==> src/assert_macros.svh <==
// ----------------------------------------------------------------------------
// Assertion macros
// Clocked concurrent checks with reset masking, used by the top-level queue file.
// ----------------------------------------------------------------------------
`ifndef ASSERT_MACROS_SVH
`define ASSERT_MACROS_SVH

// Generic clocked check, masked while reset is asserted.
`define SPQ_ASSERT(name, clk, rst_n, prop) \
  name: assert property (@(posedge clk) disable iff (!rst_n) prop) \
    else $error("%m: check failed");

// Same check on the house clock and reset names.
`define SPQ_ASSERT_TOP(name, prop) \
  `SPQ_ASSERT(name, clk_i, rst_ni, prop)

`endif

==> src/spq_pkg.sv <==
// ----------------------------------------------------------------------------
// spq_pkg
// Sizes, codes and control types of the sorted priority task queue.
// ----------------------------------------------------------------------------
package spq_pkg;

  localparam int DEPTH     = 16;
  localparam int CODE_BITS = 32;
  localparam int PRIO_BITS = 8;

  // Item field widths.
  localparam int CMD_BITS      = 2;
  localparam int TAG_BITS      = 32;
  localparam int IN_PRIO_BITS  = 8;
  localparam int STATUS_BITS   = 2;
  localparam int OCC_BITS      = 5;

  localparam int CNT_BITS = $clog2(DEPTH + 1);

  // Command decode: high bit selects dequeue, otherwise low code picks insert.
  localparam logic [CMD_BITS-1:0] CMD_INSERT  = 2'd1;
  localparam int                  CMD_DEQ_BIT = 1;

  typedef enum logic [STATUS_BITS-1:0] {
    ST_STORED = 2'd0,
    ST_VALID  = 2'd1,
    ST_EMPTY  = 2'd2,
    ST_FULL   = 2'd3
  } status_e;

  typedef enum logic [1:0] {
    OP_HOLD,
    OP_APPEND,
    OP_INSERT,
    OP_POP
  } op_e;

  typedef struct packed {
    logic    load;
    op_e     op;
    status_e res_status;
  } dp_cmd_t;

  typedef struct packed {
    logic full;
    logic empty;
  } dp_stat_t;

endpackage

==> src/spq_req_if.sv <==
// ----------------------------------------------------------------------------
// spq_req_if
// Request channel: command, task tag and priority with valid/ready.
// ----------------------------------------------------------------------------
interface spq_req_if;
  logic                                valid;
  logic                                ready;
  logic [spq_pkg::CMD_BITS-1:0]        command;
  logic [spq_pkg::TAG_BITS-1:0]        task_code;
  logic [spq_pkg::IN_PRIO_BITS-1:0]    task_priority;

  modport source (output valid, command, task_code, task_priority, input ready);
  modport sink   (input valid, command, task_code, task_priority, output ready);
endinterface

==> src/spq_rsp_if.sv <==
// ----------------------------------------------------------------------------
// spq_rsp_if
// Result channel: status, dequeued tag and occupancy with valid/ready.
// ----------------------------------------------------------------------------
interface spq_rsp_if;
  logic                               valid;
  logic                               ready;
  logic [spq_pkg::STATUS_BITS-1:0]    status;
  logic [spq_pkg::TAG_BITS-1:0]       out_code;
  logic [spq_pkg::OCC_BITS-1:0]       occupancy;

  modport source (output valid, status, out_code, occupancy, input ready);
  modport sink   (input valid, status, out_code, occupancy, output ready);
endinterface

==> src/spq_ctrl.sv <==
// ----------------------------------------------------------------------------
// spq_ctrl
// Handshake controller: decodes commands and holds the result valid flag.
// ----------------------------------------------------------------------------
module spq_ctrl (
  input  logic                          clk_i,
  input  logic                          rst_ni,
  input  logic                          req_valid_i,
  output logic                          req_ready_o,
  input  logic [spq_pkg::CMD_BITS-1:0]  req_command_i,
  output logic                          rsp_valid_o,
  input  logic                          rsp_ready_i,
  input  spq_pkg::dp_stat_t             stat_i,
  output spq_pkg::dp_cmd_t              cmd_o
);

  typedef enum logic {
    S_IDLE,
    S_RESULT
  } state_e;

  state_e state_q;
  logic   accept;

  // A waiting result leaves as the next item comes in.
  assign req_ready_o = (state_q == S_IDLE) || rsp_ready_i;
  assign accept      = req_valid_i && req_ready_o;
  assign rsp_valid_o = (state_q == S_RESULT);

  always_comb begin
    cmd_o.load       = accept;
    cmd_o.op         = spq_pkg::OP_HOLD;
    cmd_o.res_status = spq_pkg::ST_STORED;
    if (req_command_i[spq_pkg::CMD_DEQ_BIT]) begin
      if (stat_i.empty) begin
        cmd_o.res_status = spq_pkg::ST_EMPTY;
      end else begin
        cmd_o.op         = spq_pkg::OP_POP;
        cmd_o.res_status = spq_pkg::ST_VALID;
      end
    end else if (stat_i.full) begin
      cmd_o.res_status = spq_pkg::ST_FULL;
    end else if (req_command_i == spq_pkg::CMD_INSERT) begin
      cmd_o.op = spq_pkg::OP_INSERT;
    end else begin
      cmd_o.op = spq_pkg::OP_APPEND;
    end
    if (!accept) begin
      cmd_o.op = spq_pkg::OP_HOLD;
    end
  end

  always_ff @(posedge clk_i or negedge rst_ni) begin
    if (!rst_ni) begin
      state_q <= S_IDLE;
    end else begin
      case (state_q)
        S_IDLE: begin
          if (accept) state_q <= S_RESULT;
        end
        S_RESULT: begin
          if (rsp_ready_i && !accept) state_q <= S_IDLE;
        end
        default: state_q <= S_IDLE;
      endcase
    end
  end

endmodule

==> src/spq_dp.sv <==
// ----------------------------------------------------------------------------
// spq_dp
// Sorted store of compare-and-shift cells plus the result register.
// ----------------------------------------------------------------------------
module spq_dp (
  input  logic                              clk_i,
  input  logic                              rst_ni,
  input  spq_pkg::dp_cmd_t                  cmd_i,
  input  logic [spq_pkg::TAG_BITS-1:0]      code_i,
  input  logic [spq_pkg::IN_PRIO_BITS-1:0]  prio_i,
  output spq_pkg::dp_stat_t                 stat_o,
  output logic [spq_pkg::STATUS_BITS-1:0]   status_o,
  output logic [spq_pkg::TAG_BITS-1:0]      out_code_o,
  output logic [spq_pkg::OCC_BITS-1:0]      occupancy_o
);

  logic [spq_pkg::CODE_BITS-1:0] codes_q [spq_pkg::DEPTH];
  logic [spq_pkg::CODE_BITS-1:0] codes_d [spq_pkg::DEPTH];
  logic [spq_pkg::PRIO_BITS-1:0] prios_q [spq_pkg::DEPTH];
  logic [spq_pkg::PRIO_BITS-1:0] prios_d [spq_pkg::DEPTH];
  logic [spq_pkg::CNT_BITS-1:0]  count_q, count_d;

  logic [spq_pkg::DEPTH-1:0]     take;
  logic [spq_pkg::DEPTH-1:0]     prev_take;
  logic [spq_pkg::CODE_BITS-1:0] new_code;
  logic [spq_pkg::PRIO_BITS-1:0] new_prio;
  logic                          is_put;

  assign stat_o.full  = (count_q == spq_pkg::CNT_BITS'(spq_pkg::DEPTH));
  assign stat_o.empty = (count_q == '0);

  assign new_code = spq_pkg::CODE_BITS'(code_i);
  assign new_prio = (cmd_i.op == spq_pkg::OP_INSERT) ? spq_pkg::PRIO_BITS'(prio_i) : '0;
  assign is_put   = (cmd_i.op == spq_pkg::OP_APPEND) || (cmd_i.op == spq_pkg::OP_INSERT);

  // Cell takes part in the shift if it is free or, on insert, holds a priority not
  // above the new one; the vector is monotonic since the store stays sorted.
  always_comb begin
    for (int i = 0; i < spq_pkg::DEPTH; i++) begin
      take[i] = (spq_pkg::CNT_BITS'(i) >= count_q) ||
                ((cmd_i.op == spq_pkg::OP_INSERT) && (prios_q[i] <= new_prio));
    end
    prev_take = {take[spq_pkg::DEPTH-2:0], 1'b0};
  end

  always_comb begin
    for (int i = 0; i < spq_pkg::DEPTH; i++) begin
      codes_d[i] = codes_q[i];
      prios_d[i] = prios_q[i];
    end
    count_d = count_q;
    case (cmd_i.op)
      spq_pkg::OP_POP: begin
        for (int i = 0; i < spq_pkg::DEPTH - 1; i++) begin
          codes_d[i] = codes_q[i+1];
          prios_d[i] = prios_q[i+1];
        end
        count_d = count_q - 1'b1;
      end
      spq_pkg::OP_APPEND, spq_pkg::OP_INSERT: begin
        if (take[0]) begin
          codes_d[0] = new_code;
          prios_d[0] = new_prio;
        end
        for (int i = 1; i < spq_pkg::DEPTH; i++) begin
          if (take[i]) begin
            codes_d[i] = prev_take[i] ? codes_q[i-1] : new_code;
            prios_d[i] = prev_take[i] ? prios_q[i-1] : new_prio;
          end
        end
        count_d = count_q + 1'b1;
      end
      default: ;
    endcase
  end

  always_ff @(posedge clk_i) begin
    if (is_put || (cmd_i.op == spq_pkg::OP_POP)) begin
      for (int i = 0; i < spq_pkg::DEPTH; i++) begin
        codes_q[i] <= codes_d[i];
        prios_q[i] <= prios_d[i];
      end
    end
  end

  always_ff @(posedge clk_i or negedge rst_ni) begin
    if (!rst_ni) begin
      count_q <= '0;
    end else begin
      count_q <= count_d;
    end
  end

  // Result register, loaded with each accepted item.
  always_ff @(posedge clk_i) begin
    if (cmd_i.load) begin
      status_o    <= cmd_i.res_status;
      out_code_o  <= (cmd_i.op == spq_pkg::OP_POP) ?
                     spq_pkg::TAG_BITS'(codes_q[0]) : '0;
      occupancy_o <= spq_pkg::OCC_BITS'(count_d);
    end
  end

endmodule

==> src/sorted_priority_task_queue.sv <==
// ----------------------------------------------------------------------------
// sorted_priority_task_queue
// Bounded task queue held in descending priority order.
// ----------------------------------------------------------------------------
// Usage notes:
//  - req_i carries command (append at tail with priority 0, insert by
//    priority, dequeue head; command three acts as dequeue), a 32-bit task
//    tag and an 8-bit priority. Equal priorities: newest inserted goes first.
//  - rsp_o returns one item per request: status (stored, dequeued, empty,
//    full-rejected), the dequeued tag (zero otherwise) and the occupancy
//    after the operation.
//  - The result is registered at the accepting edge and shows on rsp_o in the
//    next cycle.
//  - Throughput: one item per cycle unless a waiting result stalls. Each cell
//    of the store compares its priority with the new one in parallel and
//    shifts by one place.
//  - Stall: while a result waits unaccepted, req_i.ready follows
//    rsp_o.ready; the waiting result leaves in the same edge that takes the
//    next request.
//  - Reset (rst_ni, asynchronous, active low) empties the queue and drops any
//    pending result. The store contents are not cleared; only occupied slots
//    are ever read.
// ----------------------------------------------------------------------------
`include "assert_macros.svh"

module sorted_priority_task_queue (
  input  logic       clk_i,
  input  logic       rst_ni,
  spq_req_if.sink    req_i,
  spq_rsp_if.source  rsp_o
);

  spq_pkg::dp_cmd_t  dp_cmd;
  spq_pkg::dp_stat_t dp_stat;

  // Helpers for the checks below.
  logic [spq_pkg::OCC_BITS-1:0] occ_max;
  logic                         rsp_deq;
  logic                         rsp_full;

  spq_ctrl u_ctrl (
    .clk_i         (clk_i),
    .rst_ni        (rst_ni),
    .req_valid_i   (req_i.valid),
    .req_ready_o   (req_i.ready),
    .req_command_i (req_i.command),
    .rsp_valid_o   (rsp_o.valid),
    .rsp_ready_i   (rsp_o.ready),
    .stat_i        (dp_stat),
    .cmd_o         (dp_cmd)
  );

  spq_dp u_dp (
    .clk_i       (clk_i),
    .rst_ni      (rst_ni),
    .cmd_i       (dp_cmd),
    .code_i      (req_i.task_code),
    .prio_i      (req_i.task_priority),
    .stat_o      (dp_stat),
    .status_o    (rsp_o.status),
    .out_code_o  (rsp_o.out_code),
    .occupancy_o (rsp_o.occupancy)
  );

  assign occ_max  = spq_pkg::OCC_BITS'(spq_pkg::DEPTH);
  assign rsp_deq  = (rsp_o.status == spq_pkg::ST_VALID);
  assign rsp_full = (rsp_o.status == spq_pkg::ST_FULL);

  // Occupancy never runs past the store size.
  `SPQ_ASSERT_TOP(a_occ_bound, rsp_o.valid |-> (rsp_o.occupancy <= occ_max))

  // Tag is zero unless a task was actually dequeued.
  `SPQ_ASSERT_TOP(a_code_zero, (rsp_o.valid && !rsp_deq) |-> (rsp_o.out_code == '0))

  // A rejected store only happens with the queue full.
  `SPQ_ASSERT_TOP(a_full_occ, (rsp_o.valid && rsp_full) |-> (rsp_o.occupancy == occ_max))

  // A request is never taken over a stalled result.
  `SPQ_ASSERT_TOP(a_no_overwrite, (req_i.valid && req_i.ready) |-> !(rsp_o.valid && !rsp_o.ready))

endmodule
==> src/flat_wrapper.sv <==
// flat-port wrapper written by rule: the top's interface ports become plain ports
module sorted_priority_task_queue_flat 
  (clk_i, rst_ni, req_i_valid, req_i_command, req_i_task_code, req_i_task_priority, req_i_ready, rsp_o_valid, rsp_o_status, rsp_o_out_code, rsp_o_occupancy, rsp_o_ready);
  spq_req_if req_i_i ();
  spq_rsp_if rsp_o_i ();
  input  logic clk_i;
  input  logic rst_ni;
  input wire logic [$bits(req_i_i.valid)-1:0] req_i_valid;
  input wire logic [$bits(req_i_i.command)-1:0] req_i_command;
  input wire logic [$bits(req_i_i.task_code)-1:0] req_i_task_code;
  input wire logic [$bits(req_i_i.task_priority)-1:0] req_i_task_priority;
  output wire logic [$bits(req_i_i.ready)-1:0] req_i_ready;
  output wire logic [$bits(rsp_o_i.valid)-1:0] rsp_o_valid;
  output wire logic [$bits(rsp_o_i.status)-1:0] rsp_o_status;
  output wire logic [$bits(rsp_o_i.out_code)-1:0] rsp_o_out_code;
  output wire logic [$bits(rsp_o_i.occupancy)-1:0] rsp_o_occupancy;
  input wire logic [$bits(rsp_o_i.ready)-1:0] rsp_o_ready;
  assign req_i_i.valid = req_i_valid;
  assign req_i_i.command = req_i_command;
  assign req_i_i.task_code = req_i_task_code;
  assign req_i_i.task_priority = req_i_task_priority;
  assign req_i_ready = req_i_i.ready;
  assign rsp_o_valid = rsp_o_i.valid;
  assign rsp_o_status = rsp_o_i.status;
  assign rsp_o_out_code = rsp_o_i.out_code;
  assign rsp_o_occupancy = rsp_o_i.occupancy;
  assign rsp_o_i.ready = rsp_o_ready;
  sorted_priority_task_queue u_core (.clk_i(clk_i), .rst_ni(rst_ni), .req_i(req_i_i), .rsp_o(rsp_o_i));
endmodule
==> config.mk <==
export PLATFORM = sky130hd
export DESIGN_NAME = sorted_priority_task_queue_flat
export DESIGN_NICKNAME = d
export VERILOG_FILES = /design/src/spq_pkg.sv /design/src/spq_req_if.sv /design/src/spq_rsp_if.sv /design/src/spq_ctrl.sv /design/src/spq_dp.sv /design/src/sorted_priority_task_queue.sv /design/src/flat_wrapper.sv
export VERILOG_INCLUDE_DIRS = /design/src /design/src/src
export SDC_FILE = /design/constraint.sdc
export NUM_CORES = 2
export LEC_CHECK = 0
export BUFFER_PORTS_ARGS = -buffer_cell sky130_fd_sc_hd__buf_2
export CORE_AREA = 4 4 313 315
export CTS_BUF_LIST = sky130_fd_sc_hd__clkbuf_4 sky130_fd_sc_hd__clkbuf_8 sky130_fd_sc_hd__clkbuf_16
export DETAILED_ROUTE_END_ITERATION = 10
export DIE_AREA = 0 0 317 319
export HOLD_SLACK_MARGIN = 0.1
export PLACE_DENSITY_LB_ADDON = 0.08
export SLEW_MARGIN = 20
export SYNTH_ARGS = -nofsm -noshare
export SYNTH_HDL_FRONTEND = slang
export SYNTH_HIERARCHICAL = 1
export SYNTH_SLANG_ARGS = --single-unit
==> constraint.sdc <==
create_clock -name clk_i -period 12.2 [get_ports clk_i]
set_input_delay 1.22 -clock clk_i [delete_from_list [all_inputs] [get_ports clk_i]]
set_output_delay 1.22 -clock clk_i [all_outputs]
set_load 0.005 [all_outputs]
== After elaboration in Yosys (flattened, before gate mapping) ==
Memories as Yosys holds them, arrays and structs flattened.
Index checks and enable logic that the tools add are counted.
Word-level totals
  latch bits: 0
  input bits: 46
  memory bits (read-only): 0
  memories: 2
  register bits: 45
  memory bits (writable): 640
Operators by class
  eq/ne operators: 5
  divide/modulo/power cells: 0
  mux-type cells: 80
  magnitude comparators: 32
  multipliers: 0
  shift operators: 0
  reduce and logical (&&, ||, !) cells: 40
  bitwise operators: 1
  $add $sub $neg: 2
Memory list
  u_core.u_dp.codes_q: words 16, width 32, read ports 16, clocked after Yosys merged registers in 0, write ports 16, line spq_dp.sv:17  | logic [spq_pkg::CODE_BITS-1:0] codes_q [spq_pkg::DEPTH];
  u_core.u_dp.prios_q: words 16, width 8, read ports 16, clocked after Yosys merged registers in 0, write ports 16, line spq_dp.sv:19  | logic [spq_pkg::PRIO_BITS-1:0] prios_q [spq_pkg::DEPTH];
Operators by type and width (number)
  $mux W32: 32
  $pmux W480 S2: 1
  $mux W8: 33
  $pmux W120 S2: 1
  $le A8 B8 Y1: 16
  $ge A4 B5 Y1 const A: 8
  $ge A3 B5 Y1 const A: 4
  $logic_or A1 B1 Y1: 19
  $logic_and A1 B1 Y1: 18
  $mux W2: 6
  $ge A1 B5 Y1 const A: 2
  $ge A2 B5 Y1 const A: 2
  $pmux W5 S2: 1
  $add A5 B1 Y5 const B: 1
  $eq A5 B5 Y1 const B: 1
  $logic_not A5 Y1: 1
  $sub A5 B1 Y5 const B: 1
  $eq A2 B1 Y1 const B: 2
  $eq A2 B2 Y1 const B: 2
  $mux W1: 4
  $mux W4: 1
  $pmux W1 S2: 1
  $reduce_or A2 Y1: 1
  $logic_not A1 Y1: 1
  $not A1 Y1: 1

== Logic depth before layout (Yosys ltp) ==
  depth in word-level cells: 13
  depth in mapped cells: 21

== Modules after synthesis ==
Netlist, hierarchy kept.
Modules (own cells, without submodules)
  spq_dp: cells each 4422, area an instance 42375.6 sq um, instances 1, seq. area each 20514.7 sq um
  spq_ctrl: cells each 14, area an instance 133.9 sq um, instances 1, seq. area each 25.0 sq um

== Least setup slack after synthesis ==
OpenSTA, ideal clock, no wires.
  kind: input to register
  start: input port req_i_command[1]
  end: memory u_core/u_dp/codes_q[1][224] (netlist name) (enable)
  stages: 14
  path slack: 4.964 ns
  library setup time: 0.495 ns
  arrival time: 6.741 ns
  buffers on the path: 3
  cells stage by stage: mux2_4 > nor4b_4 > inv_1 > ha_1 > buf_2 > buf_2 > buf_2 > nand2_1 > ha_1 > a21o_1 > a21o_1 > a21oi_1 > nor2_1 > nor3b_1
RTL lines
  start: declaration: line flat_wrapper.sv:9  | input wire logic [$bits(req_i_i.command)-1:0] req_i_command;
  end: declaration: line spq_dp.sv:17

==> run_summary.xml <==
<?xml version="1.0" encoding="UTF-8"?>
<metrics>
  <group name="setup_path">
    <metric name="timing.critical_path.mode_cell" unit="">sky130_fd_sc_hd__buf_4</metric>
    <metric name="path_cells" unit="">inv_1 -&gt; ha_1 -&gt; and3_1 -&gt; mux2_4 -&gt; nor4b_4 -&gt; inv_1 -&gt; ha_1 -&gt; buf_4 -&gt; nand2_1 -&gt; buf_4 -&gt; ha_1 -&gt; nand4_1 -&gt; o31ai_4 -&gt; buf_4 -&gt; a21oi_1 -&gt; a21oi_4 -&gt; buf_4</metric>
    <metric name="critical-path-top-delay-family" unit="">buffers and inverters</metric>
    <metric name="slowest_delay" unit="ns">0.62</metric>
    <metric name="worstSetupStartpointType" unit="">flop</metric>
    <metric name="reg2reg_setup_slack" unit="ns">6.53</metric>
    <metric name="critical_path_peak_fanout" unit="">81</metric>
    <metric name="worst-r2r-cell-count" unit="">17</metric>
    <metric name="worst-setup-path-type" unit="">flop to flop</metric>
    <metric name="cp.required" unit="ns">12.49</metric>
    <metric name="category_of_the_worst_setup_path_capture_point" unit="">flop</metric>
    <metric name="timing.critical_path.buf_inv" unit="">6</metric>
    <metric name="worst_path_max_delay_cell" unit="">sky130_fd_sc_hd__buf_4</metric>
    <metric name="worst-endpoint-arrival" unit="ns">5.96</metric>
    <metric name="r2r-end" unit="">u_core/u_dp/codes_q[0][105]$_DFFE_PP_</metric>
    <metric name="r2r-start" unit="">u_core/u_dp/count_q[1]$_DFF_PN0_</metric>
  </group>
  <group name="pwr">
    <metric name="clockPowerShare" unit="%">18.4</metric>
    <metric name="power.ir.vdd_worst" unit="uV">166</metric>
    <metric name="share_seq_of_total_power" unit="%">39.8</metric>
    <metric name="power.net_switching" unit="mW">5.69</metric>
    <metric name="report.power.total" unit="mW">13.6</metric>
    <metric name="p_int" unit="mW">7.95</metric>
    <metric name="p_comb_share" unit="%">41.8</metric>
    <metric name="switching_share" unit="%">41.7</metric>
    <metric name="pwr_density_cell" unit="nW/um^2">293</metric>
    <metric name="p_leak" unit="nW">16.4</metric>
  </group>
  <group name="timing">
    <metric name="timing.max_slew.rel_slack" unit="%">24.4</metric>
    <metric name="setup_viol" unit="">0</metric>
    <metric name="finalHoldWorstSlack" unit="ns">0.385</metric>
    <metric name="tightest_slew" unit="ns">1.13</metric>
    <metric name="total_negative_slack_for_setup_checks" unit="ns">0</metric>
    <metric name="fin_crit" unit="ns">5.67</metric>
    <metric name="hold_violations" unit="">0</metric>
    <metric name="max_slew_violation_total_from_the_final_report" unit="">0</metric>
    <metric name="finalCritPeriodShare" unit="%">46.5</metric>
    <metric name="setup_repair_after_global_routing_missed_its_margin" unit="">false</metric>
    <metric name="clock-skew-final" unit="ns">0.0228</metric>
    <metric name="achievable-frequency" unit="GHz">0.176</metric>
  </group>
  <group name="logic_synthesis">
    <metric name="postSynthNetCount" unit="">4618</metric>
    <metric name="top_area_cells_in_the_synthesized_netlist" unit="">sky130_fd_sc_hd__edfxtp_1 48%, sky130_fd_sc_hd__a31oi_1 4.6%, sky130_fd_sc_hd__ha_1 4.0%</metric>
    <metric name="portion_of_the_post_synthesis_area_used_by_sequential_elements" unit="%">48.3</metric>
    <metric name="synth_seq_cells" unit="">685</metric>
    <metric name="synth_area_per_cell" unit="um^2">9.58</metric>
    <metric name="synth-main-ff-cell" unit="">sky130_fd_sc_hd__edfxtp_1</metric>
    <metric name="ys_warn_count" unit="">6</metric>
    <metric name="synth_area" unit="um^2">42500</metric>
    <metric name="synth_edf_count" unit="">679</metric>
    <metric name="syn_inst" unit="">4436</metric>
    <metric name="synthDominantAreaCellType" unit="">sky130_fd_sc_hd__edfxtp_1</metric>
    <metric name="async_set_or_reset_register_ratio_after_synthesis" unit="%">0.876</metric>
    <metric name="synth_largest_type_area_fraction" unit="%">48.0</metric>
    <metric name="synth.distinct_cells" unit="">70</metric>
  </group>
  <group name="placement">
    <metric name="gpl.final_weighted_congestion" unit="">0.847</metric>
    <metric name="place.detailed.hpwl" unit="mm">88.8</metric>
    <metric name="detailed_place.area" unit="um^2">43800</metric>
    <metric name="io_buffer_count" unit="">86</metric>
  </group>
  <group name="drt">
    <metric name="drtIter0Drc" unit="">3936</metric>
    <metric name="ant_nets" unit="">0</metric>
    <metric name="drtPass1Iterations" unit="">6</metric>
    <metric name="finalWirelength" unit="mm">135</metric>
    <metric name="avgRoutedWirePerCell" unit="um">24.3</metric>
    <metric name="routed_via_density" unit="">6.37</metric>
    <metric name="drc" unit="">0</metric>
    <metric name="num_vias" unit="">35300</metric>
  </group>
  <group name="clock_tree">
    <metric name="post-cts-setup-buffers" unit="">0</metric>
    <metric name="ctsRootBufferMaster" unit="">sky130_fd_sc_hd__clkbuf_16</metric>
    <metric name="clk_latency" unit="ns">0.65</metric>
    <metric name="cts-buffers-inserted" unit="">83</metric>
    <metric name="postCtsHoldBufs" unit="">0</metric>
    <metric name="clkTransAtPathRegs" unit="ns">0.06</metric>
    <metric name="clock_sinks" unit="">685</metric>
    <metric name="cts_buffer_depth" unit="">3</metric>
    <metric name="ctsHtreeMaxLevel" unit="">3</metric>
    <metric name="post_cts.resized_instances" unit="">0</metric>
    <metric name="cts_tree" unit="">built</metric>
  </group>
  <group name="global_route">
    <metric name="number_of_antenna_violations_at_the_first_check_in_global_routing" unit="">7</metric>
    <metric name="first_global_vias" unit="">32300</metric>
    <metric name="overflow" unit="">0</metric>
    <metric name="grt_first_pass_wirelength" unit="mm">209</metric>
    <metric name="grt_use_total" unit="%">25.8</metric>
    <metric name="grt_start_max_net_pins" unit="">221</metric>
  </group>
  <group name="layout">
    <metric name="area_growth" unit="%">9.48</metric>
    <metric name="num-nets-final" unit="">4398</metric>
    <metric name="mostFrequentLayoutCells" unit="">679 x sky130_fd_sc_hd__edfxtp_1, 360 x sky130_fd_sc_hd__nor2_1, 312 x sky130_fd_sc_hd__a21oi_1, 304 x sky130_fd_sc_hd__o21ai_0, 304 x sky130_fd_sc_hd__a31oi_1</metric>
    <metric name="num-fill-cells" unit="">8794</metric>
    <metric name="layout.cells.most_common" unit="">sky130_fd_sc_hd__edfxtp_1</metric>
    <metric name="final_cell_area" unit="um^2">46500</metric>
    <metric name="drive_gt1_share" unit="%">10.3</metric>
  </group>
  <group name="floorplan">
    <metric name="design.die.area" unit="um^2">101000</metric>
    <metric name="core" unit="um^2">94900</metric>
    <metric name="placementRows" unit="">113</metric>
    <metric name="die_boundary_height" unit="um">319</metric>
    <metric name="design.portCount" unit="">87</metric>
    <metric name="start_util" unit="%">44.8</metric>
    <metric name="floorplan.die.width" unit="um">317</metric>
  </group>
  <group name="status">
    <metric name="run_status" unit="">finished clean</metric>
  </group>
  <group name="job">
    <metric name="count_of_max_cap_constraint_violations" unit="">0</metric>
  </group>
  <group name="worst_hold_path">
    <metric name="min-delay-path-class" unit="">input pin to asynchronous set/reset pin</metric>
  </group>
</metrics>
[layout make-up]
type	instances	area, um^2	share of cell area [%]
antenna	3	7.51	0.0161
clock buffer	101	2290	4.92
clock inverter	48	420	0.903
inverter	102	390	0.839
multi-input combinational	3156	20000	43.0
sequential	685	20500	44.1
tap	1265	1580	3.40
timing repair buffer	188	1280	2.75
[synthesized netlist by cell type (71+ instances only)]
cell	n
sky130_fd_sc_hd__inv_1	100
sky130_fd_sc_hd__ha_1	136
sky130_fd_sc_hd__nor2_1	365
sky130_fd_sc_hd__a2bb2oi_1	121
sky130_fd_sc_hd__a211o_1	124
sky130_fd_sc_hd__nand3_1	214
sky130_fd_sc_hd__a21boi_0	71
sky130_fd_sc_hd__a21oi_1	328
sky130_fd_sc_hd__and3_1	101
sky130_fd_sc_hd__clkbuf_1	410
sky130_fd_sc_hd__a31oi_1	310
sky130_fd_sc_hd__nand4_1	122
sky130_fd_sc_hd__edfxtp_1	679
sky130_fd_sc_hd__o211ai_1	175
sky130_fd_sc_hd__or3_1	102
sky130_fd_sc_hd__o21ai_0	306
sky130_fd_sc_hd__nand2_1	291
[power groups by stage]
stage / registers, mW / clock network [mW] / logic, mW
detailed placement: 5.42 / 0 / 5.64
floorplan: 4.95 / 0 / 4.25
global placement: 5.40 / 0 / 5.56
CTS: 5.39 / 2.57 / 5.66
global route: 5.53 / 2.65 / 6.35
finish: 5.42 / 2.51 / 5.71
[routing by layer]
layer | up-vias | track usage, % | share of wire [%]
li1 | 16700 | - | -
met1 | 17100 | 41.8 | 49
met2 | 1398 | 36.3 | 42
met3 | 146 | 3.21 | 7.4
met4 | 6 | 5.60 | 1.6
met5 | - | 0 | 0.032
[cells by family (layout without fill, tap and decap cells)]
kind of cell | count (synthesis) | count (layout) | share of synthesized area [%]
buf+inv | 595 | 439 | 5.52
flops | 685 | 685 | 48.3
other cells | 0 | 3 | 0
simple gates | 1319 | 1319 | 15.0
fa+ha+maj | 136 | 136 | 4.00
mux | 76 | 76 | 1.90
compound gates | 1625 | 1625 | 25.3
[sequential cells by signal, indices dropped and copies added, names as in the netlist]
name / count
u_core/u_ctrl/rsp_valid_o: 1
u_core/u_dp/occupancy_o: 5
u_core/u_dp/codes_q: 512
u_core/u_dp/count_q: 5
u_core/u_dp/status_o: 2
u_core/u_dp/out_code_o: 32
u_core/u_dp/prios_q: 128
[worst max-delay path by stage]
stage,startpoint,end,slack (ns),cells after the start
global route,u_core/u_dp/count_q[4]$_DFF_PN0_,u_core/u_dp/codes_q[0][110]$_DFFE_PP_,6.18,16
detailed placement,req_i_command[1],u_core/u_dp/codes_q[1][104]$_DFFE_PP_,5.98,15
finish,u_core/u_dp/count_q[1]$_DFF_PN0_,u_core/u_dp/codes_q[0][105]$_DFFE_PP_,6.53,17
floorplan,req_i_command[1],u_core/u_dp/codes_q[1][224]$_DFFE_PP_,4.96,14
global placement,req_i_command[1],u_core/u_dp/codes_q[1][106]$_DFFE_PP_,6.04,15
CTS,u_core/u_dp/count_q[1]$_DFF_PN0_,u_core/u_dp/codes_q[1][120]$_DFFE_PP_,6.21,17
[per-stage QoR]
step	worst slack, ns	utilization [%]	instances
2_1_floorplan	4.96	-	4436
3_3_place_gp	6.04	46.1	5394
3_5_place_dp	5.98	46.1	5394
4_1_cts	6.21	49.0	5543
5_1_grt	6.18	49.1	5547
6_report	6.53	49.1	5548
No activity file was read; power rests on OpenSTA's default activity.
